===== src/cnad_pkg.sv =====
`timescale 1ns / 1ps
package cnad_pkg;

  // Result kinds
  localparam logic [1:0] KIND_NAME  = 2'd0;
  localparam logic [1:0] KIND_DATA  = 2'd1;
  localparam logic [1:0] KIND_END   = 2'd2;
  localparam logic [1:0] KIND_ERROR = 2'd3;

  // Configuration register indexes
  localparam logic CFG_EMIT_NAMES = 1'b0;
  localparam logic CFG_EMIT_DATA  = 1'b1;

  // newc header layout
  localparam logic [31:0] HDR_LEN     = 32'd110;
  localparam logic [31:0] MAGIC_LEN   = 32'd6;
  localparam logic [31:0] FSIZE_FIRST = 32'd54;
  localparam logic [31:0] FSIZE_LAST  = 32'd61;
  localparam logic [31:0] NSIZE_FIRST = 32'd94;
  localparam logic [31:0] NSIZE_LAST  = 32'd101;
  localparam logic [31:0] TRAILER_LEN = 32'd10;

  typedef struct packed {
    logic       ok;
    logic [3:0] val;
  } hex_digit_t;

  function automatic hex_digit_t hex_decode(input logic [7:0] b);
    hex_digit_t h;
    h.ok  = 1'b1;
    h.val = 4'd0;
    if (b >= 8'h30 && b <= 8'h39) begin
      h.val = 4'(b - 8'h30);
    end else if (b >= 8'h61 && b <= 8'h66) begin
      h.val = 4'(b - 8'h57);
    end else if (b >= 8'h41 && b <= 8'h46) begin
      h.val = 4'(b - 8'h37);
    end else begin
      h.ok = 1'b0;
    end
    return h;
  endfunction

  // "070701"
  function automatic logic [7:0] magic_char(input logic [2:0] i);
    logic [7:0] c;
    case (i)
      3'd1, 3'd3: c = 8'h37;
      3'd5:       c = 8'h31;
      default:    c = 8'h30;
    endcase
    return c;
  endfunction

  // "TRAILER!!!"
  function automatic logic [7:0] trailer_char(input logic [3:0] i);
    logic [7:0] c;
    case (i)
      4'd0:    c = 8'h54;
      4'd1:    c = 8'h52;
      4'd2:    c = 8'h41;
      4'd3:    c = 8'h49;
      4'd4:    c = 8'h4C;
      4'd5:    c = 8'h45;
      4'd6:    c = 8'h52;
      default: c = 8'h21;
    endcase
    return c;
  endfunction

endpackage


===== src/cnad_if.sv =====
`timescale 1ns / 1ps
interface cnad_in_if;
  logic       valid;
  logic       ready;
  logic [7:0] in_byte;

  modport source (output valid, output in_byte, input ready);
  modport sink   (input valid, input in_byte, output ready);
endinterface

interface cnad_out_if;
  logic        valid;
  logic        ready;
  logic [1:0]  out_kind;
  logic [7:0]  out_byte;
  logic        last_of_part;
  logic [15:0] entry_number;
  logic [31:0] size_of_file;
  logic [31:0] size_of_name;

  modport source (output valid, output out_kind, output out_byte, output last_of_part,
                  output entry_number, output size_of_file, output size_of_name,
                  input ready);
  modport sink   (input valid, input out_kind, input out_byte, input last_of_part,
                  input entry_number, input size_of_file, input size_of_name,
                  output ready);
endinterface


===== src/cpio_newc_archive_deframer.sv =====
`timescale 1ns / 1ps
// newc cpio archive deframer.
// in_ch carries the archive one byte per item (valid/ready). out_ch carries
// name bytes, data bytes, an end-of-archive marker or a format error, each
// tagged with the entry number and the parsed sizes of the current entry.
// Header bytes produce no item unless one raises a format error; padding none.
// A byte that produces a result shows it on out_ch in the cycle after it is
// accepted. Throughput: one byte per cycle while in_ch is ready; the whole
// parse step sits between the accepting edge and the output register.
// When the receiver stalls, the output register holds its item and in_ch
// accepts no byte; in_ch is ready only while the output register is empty
// or is emptied in the same cycle.
// Reset (rst_n low, synchronous) returns to the start of a header, clears
// the entry counter and stream alignment and sets emit_names and emit_data.
// After the end marker or an error the block swallows all further bytes
// until reset. cfg_we writes register cfg_index (0 emit_names, 1 emit_data).
module cpio_newc_archive_deframer
  import cnad_pkg::*;
(
  input  logic        clk,
  input  logic        rst_n,
  cnad_in_if.sink     in_ch,
  cnad_out_if.source  out_ch,
  input  logic        cfg_we,
  input  logic        cfg_index,
  input  logic        cfg_wdata
);

  typedef enum logic [2:0] {
    PH_HEADER   = 3'd0,
    PH_NAME     = 3'd1,
    PH_NAME_PAD = 3'd2,
    PH_DATA     = 3'd3,
    PH_DATA_PAD = 3'd4,
    PH_DONE     = 3'd5,
    PH_ERROR    = 3'd6
  } phase_t;

  phase_t      phase_r, phase_nxt;
  logic [31:0] part_cnt_r, part_cnt_nxt;
  logic [1:0]  off_r, off_nxt;
  logic [31:0] fsz_r, fsz_nxt;
  logic [31:0] nsz_r, nsz_nxt;
  logic        tmatch_r, tmatch_nxt;
  logic [15:0] entry_r, entry_nxt;
  logic        emit_names_r, emit_data_r;

  logic        out_valid_r;
  logic [1:0]  out_kind_r;
  logic [7:0]  out_byte_r;
  logic        out_last_r;
  logic [15:0] out_entry_r;
  logic [31:0] out_fsz_r, out_nsz_r;

  logic        in_acc;
  logic        res_valid;
  logic [1:0]  res_kind;
  logic [7:0]  res_byte;
  logic        res_last;
  logic [7:0]  b;
  logic [31:0] idx;
  hex_digit_t  hx;
  logic        name_last, data_last;

  assign in_ch.ready = !out_valid_r || out_ch.ready;
  assign in_acc      = in_ch.valid && in_ch.ready;
  assign b           = in_ch.in_byte;
  assign idx         = part_cnt_r;
  assign hx          = hex_decode(b);
  assign name_last   = (idx == nsz_r - 32'd1);
  assign data_last   = (idx == fsz_r - 32'd1);

  always_comb begin
    phase_nxt    = phase_r;
    part_cnt_nxt = part_cnt_r;
    off_nxt      = off_r;
    fsz_nxt      = fsz_r;
    nsz_nxt      = nsz_r;
    tmatch_nxt   = tmatch_r;
    entry_nxt    = entry_r;
    res_valid    = 1'b0;
    res_kind     = KIND_NAME;
    res_byte     = 8'd0;
    res_last     = 1'b0;
    if (in_acc) begin
      off_nxt = off_r + 2'd1;
      unique case (phase_r)
        PH_HEADER: begin
          if (idx == 32'd0) begin
            fsz_nxt    = 32'd0;
            nsz_nxt    = 32'd0;
            tmatch_nxt = 1'b1;
          end
          if (idx < MAGIC_LEN && b != magic_char(idx[2:0])) begin
            res_valid = 1'b1;
            res_kind  = KIND_ERROR;
            phase_nxt = PH_ERROR;
          end else if ((idx >= FSIZE_FIRST && idx <= FSIZE_LAST) ||
                       (idx >= NSIZE_FIRST && idx <= NSIZE_LAST)) begin
            if (!hx.ok) begin
              res_valid = 1'b1;
              res_kind  = KIND_ERROR;
              phase_nxt = PH_ERROR;
            end else if (idx <= FSIZE_LAST) begin
              fsz_nxt = {fsz_nxt[27:0], hx.val};
            end else begin
              nsz_nxt = {nsz_nxt[27:0], hx.val};
            end
          end
          if (!res_valid) begin
            part_cnt_nxt = idx + 32'd1;
            if (idx == HDR_LEN - 32'd1) begin
              part_cnt_nxt = 32'd0;
              if (nsz_nxt != 32'd0) begin
                phase_nxt = PH_NAME;
              end else if (off_nxt != 2'd0) begin
                phase_nxt = PH_NAME_PAD;
              end else if (fsz_nxt != 32'd0) begin
                phase_nxt = PH_DATA;
              end else begin
                entry_nxt = entry_r + 16'd1;
              end
            end
          end
        end
        PH_NAME: begin
          if (idx < TRAILER_LEN && b != trailer_char(idx[3:0])) begin
            tmatch_nxt = 1'b0;
          end
          if (idx == TRAILER_LEN - 32'd1 && tmatch_nxt) begin
            // trailer name completes on this byte: end of archive
            res_valid = 1'b1;
            res_kind  = KIND_END;
            phase_nxt = PH_DONE;
          end else begin
            res_valid    = emit_names_r;
            res_kind     = KIND_NAME;
            res_byte     = b;
            res_last     = name_last;
            part_cnt_nxt = idx + 32'd1;
            if (name_last) begin
              if (off_nxt != 2'd0) begin
                phase_nxt = PH_NAME_PAD;
              end else begin
                part_cnt_nxt = 32'd0;
                if (fsz_r != 32'd0) begin
                  phase_nxt = PH_DATA;
                end else begin
                  entry_nxt = entry_r + 16'd1;
                  phase_nxt = PH_HEADER;
                end
              end
            end
          end
        end
        PH_NAME_PAD: begin
          if (off_nxt == 2'd0) begin
            part_cnt_nxt = 32'd0;
            if (fsz_r != 32'd0) begin
              phase_nxt = PH_DATA;
            end else begin
              entry_nxt = entry_r + 16'd1;
              phase_nxt = PH_HEADER;
            end
          end
        end
        PH_DATA: begin
          res_valid    = emit_data_r;
          res_kind     = KIND_DATA;
          res_byte     = b;
          res_last     = data_last;
          part_cnt_nxt = idx + 32'd1;
          if (data_last) begin
            if (off_nxt != 2'd0) begin
              phase_nxt = PH_DATA_PAD;
            end else begin
              part_cnt_nxt = 32'd0;
              entry_nxt    = entry_r + 16'd1;
              phase_nxt    = PH_HEADER;
            end
          end
        end
        PH_DATA_PAD: begin
          if (off_nxt == 2'd0) begin
            part_cnt_nxt = 32'd0;
            entry_nxt    = entry_r + 16'd1;
            phase_nxt    = PH_HEADER;
          end
        end
        default: begin
          // done or error: swallow bytes
        end
      endcase
    end
  end

  always_ff @(posedge clk) begin
    if (!rst_n) begin
      phase_r      <= PH_HEADER;
      part_cnt_r   <= 32'd0;
      off_r        <= 2'd0;
      fsz_r        <= 32'd0;
      nsz_r        <= 32'd0;
      tmatch_r     <= 1'b1;
      entry_r      <= 16'd0;
      emit_names_r <= 1'b1;
      emit_data_r  <= 1'b1;
      out_valid_r  <= 1'b0;
    end else begin
      phase_r    <= phase_nxt;
      part_cnt_r <= part_cnt_nxt;
      off_r      <= off_nxt;
      fsz_r      <= fsz_nxt;
      nsz_r      <= nsz_nxt;
      tmatch_r   <= tmatch_nxt;
      entry_r    <= entry_nxt;
      if (cfg_we) begin
        unique case (cfg_index)
          CFG_EMIT_NAMES: emit_names_r <= cfg_wdata;
          CFG_EMIT_DATA:  emit_data_r  <= cfg_wdata;
          default:        ;
        endcase
      end
      if (res_valid) begin
        out_valid_r <= 1'b1;
      end else if (out_ch.ready) begin
        out_valid_r <= 1'b0;
      end
    end
    if (res_valid) begin
      out_kind_r  <= res_kind;
      out_byte_r  <= res_byte;
      out_last_r  <= res_last;
      out_entry_r <= entry_r;
      out_fsz_r   <= fsz_nxt;
      out_nsz_r   <= nsz_nxt;
    end
  end

  assign out_ch.valid        = out_valid_r;
  assign out_ch.out_kind     = out_kind_r;
  assign out_ch.out_byte     = out_byte_r;
  assign out_ch.last_of_part = out_last_r;
  assign out_ch.entry_number = out_entry_r;
  assign out_ch.size_of_file = out_fsz_r;
  assign out_ch.size_of_name = out_nsz_r;

endmodule


===== src/flat_wrapper.sv =====
// flat-port wrapper written by rule: the top's interface ports become plain ports
module cpio_newc_archive_deframer_flat import cnad_pkg::*;
  (clk, rst_n, cfg_we, cfg_index, cfg_wdata, in_ch_valid, in_ch_in_byte, in_ch_ready, out_ch_valid, out_ch_out_kind, out_ch_out_byte, out_ch_last_of_part, out_ch_entry_number, out_ch_size_of_file, out_ch_size_of_name, out_ch_ready);
  cnad_in_if in_ch_i ();
  cnad_out_if out_ch_i ();
  input  logic clk;
  input  logic rst_n;
  input  logic cfg_we;
  input  logic cfg_index;
  input  logic cfg_wdata;
  input wire logic [$bits(in_ch_i.valid)-1:0] in_ch_valid;
  input wire logic [$bits(in_ch_i.in_byte)-1:0] in_ch_in_byte;
  output wire logic [$bits(in_ch_i.ready)-1:0] in_ch_ready;
  output wire logic [$bits(out_ch_i.valid)-1:0] out_ch_valid;
  output wire logic [$bits(out_ch_i.out_kind)-1:0] out_ch_out_kind;
  output wire logic [$bits(out_ch_i.out_byte)-1:0] out_ch_out_byte;
  output wire logic [$bits(out_ch_i.last_of_part)-1:0] out_ch_last_of_part;
  output wire logic [$bits(out_ch_i.entry_number)-1:0] out_ch_entry_number;
  output wire logic [$bits(out_ch_i.size_of_file)-1:0] out_ch_size_of_file;
  output wire logic [$bits(out_ch_i.size_of_name)-1:0] out_ch_size_of_name;
  input wire logic [$bits(out_ch_i.ready)-1:0] out_ch_ready;
  assign in_ch_i.valid = in_ch_valid;
  assign in_ch_i.in_byte = in_ch_in_byte;
  assign in_ch_ready = in_ch_i.ready;
  assign out_ch_valid = out_ch_i.valid;
  assign out_ch_out_kind = out_ch_i.out_kind;
  assign out_ch_out_byte = out_ch_i.out_byte;
  assign out_ch_last_of_part = out_ch_i.last_of_part;
  assign out_ch_entry_number = out_ch_i.entry_number;
  assign out_ch_size_of_file = out_ch_i.size_of_file;
  assign out_ch_size_of_name = out_ch_i.size_of_name;
  assign out_ch_i.ready = out_ch_ready;
  cpio_newc_archive_deframer u_core (.clk(clk), .rst_n(rst_n), .in_ch(in_ch_i), .out_ch(out_ch_i), .cfg_we(cfg_we), .cfg_index(cfg_index), .cfg_wdata(cfg_wdata));
endmodule

===== config.mk =====
export PLATFORM = sky130hd
export DESIGN_NAME = cpio_newc_archive_deframer_flat
export DESIGN_NICKNAME = d
export VERILOG_FILES = /design/src/cnad_pkg.sv /design/src/cnad_if.sv /design/src/cpio_newc_archive_deframer.sv /design/src/flat_wrapper.sv
export SDC_FILE = /design/constraint.sdc
export NUM_CORES = 1
export LEC_CHECK = 0
export BUFFER_PORTS_ARGS = -buffer_cell sky130_fd_sc_hd__buf_2
export CAP_MARGIN = 20
export CORE_UTILIZATION = 54
export DETAILED_ROUTE_END_ITERATION = 16
export HOLD_SLACK_MARGIN = 0.12
export PLACE_DENSITY = 0.76
export SYNTH_ARGS = -nofsm -noshare
export SYNTH_HDL_FRONTEND = slang
export SYNTH_SLANG_ARGS = --single-unit

===== constraint.sdc =====
create_clock -name clk -period 9.7 [get_ports clk]
set_clock_uncertainty 0.2 [all_clocks]
set_input_delay 0 -clock clk [delete_from_list [all_inputs] [get_ports clk]]
set_output_delay 0 -clock clk [all_outputs]
set_load 0.02 [all_outputs]

==> results.py <==
metrics = {
    "synth": {
        "synthCells": 1272,
        "synth-seq-cells": 212,
        "synth_flop_cell": "dfxtp_1",
        "yosysSeqAreaShare_pct": 43.4,
        "syn_avg_cell_area_um2": 9.33,
        "yosysTopAreaCell": "edfxtp_1",
        "synthDistinctLibCells": 89,
        "synth.top_cell.area_share_pct": 23.0,
        "syn_nets": 1300,
        "ys_async_sr_fraction_pct": 0,
        "synth-edff-count": 91,
        "syn_area_um2": 11900,
        "ys_warn_count": 0,
        "yosys-top-cells-area": "edfxtp_1 23%, dfxtp_1 20%, xnor2_1 4.6%",
    },
    "power_and_ir_drop": {
        "worst_ir_drop_vdd_mv": 0.123,
        "p_switching_uw": 663,
        "leakagePower_nw": 5.02,
        "clkPwrFrac_pct": 37.8,
        "intPower_mw": 1.64,
        "seq_power_share_pct": 46.0,
        "swShare_pct": 28.8,
        "combPwrFrac_pct": 16.1,
        "power_density_nw_per_um2": 172,
    },
    "place": {
        "dpl.hpwl_um": 21300,
        "placed_cell_area_um2": 12400,
        "numPortBuffers": 107,
        "gp_congestion": 0.951,
    },
    "die": {
        "fp.dieH_um": 150,
        "rows": 53,
        "die-width_um": 150,
        "initial_core_util_pct": 55.8,
        "dieArea_um2": 22600,
        "core_um2": 21300,
        "num_io_pins": 108,
    },
    "grt": {
        "grt_use_total_pct": 26.8,
        "grt_max_degree": 90,
        "antenna_found_initial": 0,
        "grt_overflow": 0,
        "grt_pass1_vias": 9249,
        "grt_pass1_wl_um": 47900,
    },
    "min_path": {
        "min-delay-start": "in_ch_in_byte[7]",
        "hold_class": "in -> reg",
        "holdPathStages": 3,
    },
    "sta": {
        "holdWs_ns": 0.185,
        "slew_viol_final": 0,
        "finalHoldViolCount": 0,
        "finalSetupViolCount": 0,
        "max_slew.worst_pin.slew_ns": 1.03,
        "min_period_ns": 4.94,
        "finalCritPeriodShare_pct": 50.9,
        "grt_setup_unrepaired": "false",
        "setup-tns-final_ns": 0,
        "slew-limit-headroom_pct": 31.2,
        "max_freq_mhz": 202,
    },
    "worst_setup_path": {
        "cp_data_required_time_ns": 9.92,
        "arrival_ns": 5.16,
        "cp_max_fo": 26,
        "end_kind": "register",
        "startpoint": "u_core.idx[0]",
        "startpoint_type": "register",
        "critical_path_class": "reg -> reg",
        "rr_startpoint": "u_core.idx[0]",
        "rr_worst_depth": 12,
    },
    "detailed_routing": {
        "first_pass_iters": 5,
        "drc": 0,
        "dr.first_iter.drc_count": 892,
        "wirelength_um": 30100,
        "vias_per_cell": 6.14,
        "vias": 9998,
        "ant_nets": 0,
        "avgRoutedWirePerCell_um": 18.5,
    },
    "final_layout": {
        "n_fill_cell": 1787,
        "antenna_cells": 0,
        "layout_commonest_cell": "dfxtp_1",
        "design_area_um2": 13400,
        "areaGrowthSynthToFinish_pct": 12.7,
        "drive_gt1_share_pct": 14.0,
        "layout_common_cells": "121 x dfxtp_1, 107 x buf_2, 101 x nor2_1",
        "nNetsFinal": 1364,
    },
    "status": {
        "status": "completed",
    },
    "clock_network": {
        "clock-sinks": 212,
        "tritoncts": "done",
        "ctsHtreeMaxLevel": 1,
        "clockBufferDepth": 3,
        "clkTransAtPathRegs_ns": 0.06,
        "clkLatencyLatePin_ns": 0.53,
        "cts_root_buf": "clkbuf_16",
        "cts_made_buffers": 23,
    },
    "job": {
        "cap_viol_max_count": 0,
    },
}
-- per-layer routing --
layer / global-route usage (%) / wire length [µm] / up-vias
li1: - / - / 4804
met1: 36.3 / 13500 / 4770
met2: 43.7 / 13900 / 350
met3: 4.06 / 1860 / 74
met4: 8.64 / 867 / 0
met5: 0 / 0 / -
-- final cells by class --
| type | instances | area, µm² | share of cell area [%] |
|---|---|---|---|
| Clock buffer | 33 | 633 | 4.73 |
| Clock inverter | 9 | 114 | 0.851 |
| Inverter | 34 | 128 | 0.954 |
| Multi-Input combinational cell | 927 | 6170 | 46.2 |
| Sequential cell | 212 | 5150 | 38.5 |
| Tap cell | 275 | 344 | 2.57 |
| Timing Repair Buffer | 138 | 828 | 6.19 |
-- worst paths after layout --
path	to	slack (ns)
worst max-delay path	u_core.entry_r[6]	4.76
worst min-delay path	u_core.out_ch.out_byte[7]	0.18
worst max register to register	u_core.entry_r[6]	4.76
worst min register to register	u_core.out_ch.entry_number[15]	0.26
-- cell families (layout without fill, tap and decap cells) --
group | count (synthesis) | in the layout | synth area share [%]
compound gates | 251 | 251 | 15.5
simple gates | 554 | 554 | 26.7
mux | 15 | 15 | 1.32
xor+xnor | 94 | 94 | 6.94
fa+ha+maj | 13 | 13 | 1.37
flops | 212 | 212 | 43.4
buf+inv | 133 | 214 | 4.73
-- critical path, stage by stage (launching register included) --
cell,delay (ns)
dfxtp_1,0.42
inv_1,0.22
ha_1,0.29
inv_1,0.09
a2111oi_0,0.82
a211oi_1,0.17
nor4b_2,0.50
a211o_1,0.19
nand2_1,0.09
o21ai_1,0.25
nand3_1,0.70
or4_1,0.72
a21oi_1,0.17
-- metrics by stage --
step | setup WS (ns) | instances | power [mW] | util (%)
floorplan | 2.77 | 1272 | 1.33 | -
CTS | 4.81 | 1626 | 2.32 | 62.7
detailed placement | 4.84 | 1562 | 1.44 | 58.2
global route | 4.48 | 1628 | 2.39 | 62.8
global placement | 4.86 | 1562 | 1.44 | 58.2
finish | 4.76 | 1628 | 2.30 | 62.8
-- synth_stat cells (all sizes together), types with 16 or more instances --
cell type / number
or3: 18
nand2b: 17
nor3: 46
xnor2: 63
nand2: 88
nor4: 38
inv: 33
nor2: 102
clkbuf: 74
a22o: 54
nand4: 22
edfxtp: 91
a21oi: 38
xor2: 31
nand3: 40
buf: 25
o21ai: 43
nor2b: 17
and2: 81
dfxtp: 121
a31oi: 16
-- what timing repair did --
item,CTS,global route
setup buffers,0,0
endpoints found under the hold margin,95,0
gates resized for setup,0,0
hold buffers,22,0
-- power groups by stage --
stage / clock, mW / sequential (mW) / combinational, mW
finish: 0.872 / 1.06 / 0.372
global placement: 0 / 1.08 / 0.357
floorplan: 0 / 1.17 / 0.158
global route: 0.916 / 1.07 / 0.401
CTS: 0.885 / 1.06 / 0.370
detailed placement: 0 / 1.08 / 0.361
-- sequential cells by signal, summed over array words and instances, names as in the netlist, 2 cells and up --
register and flops:
u_core.fsz_r 32, u_core.out_ch.out_kind 2, u_core.out_ch.out_byte 8, u_core.off_r 2
u_core.out_ch.entry_number 16, u_core.phase_r 3, u_core.idx 32, u_core.out_ch.size_of_name 32
u_core.out_ch.size_of_file 32, u_core.nsz_r 32, u_core.entry_r 16
Power figures use the tool's default switching activity.
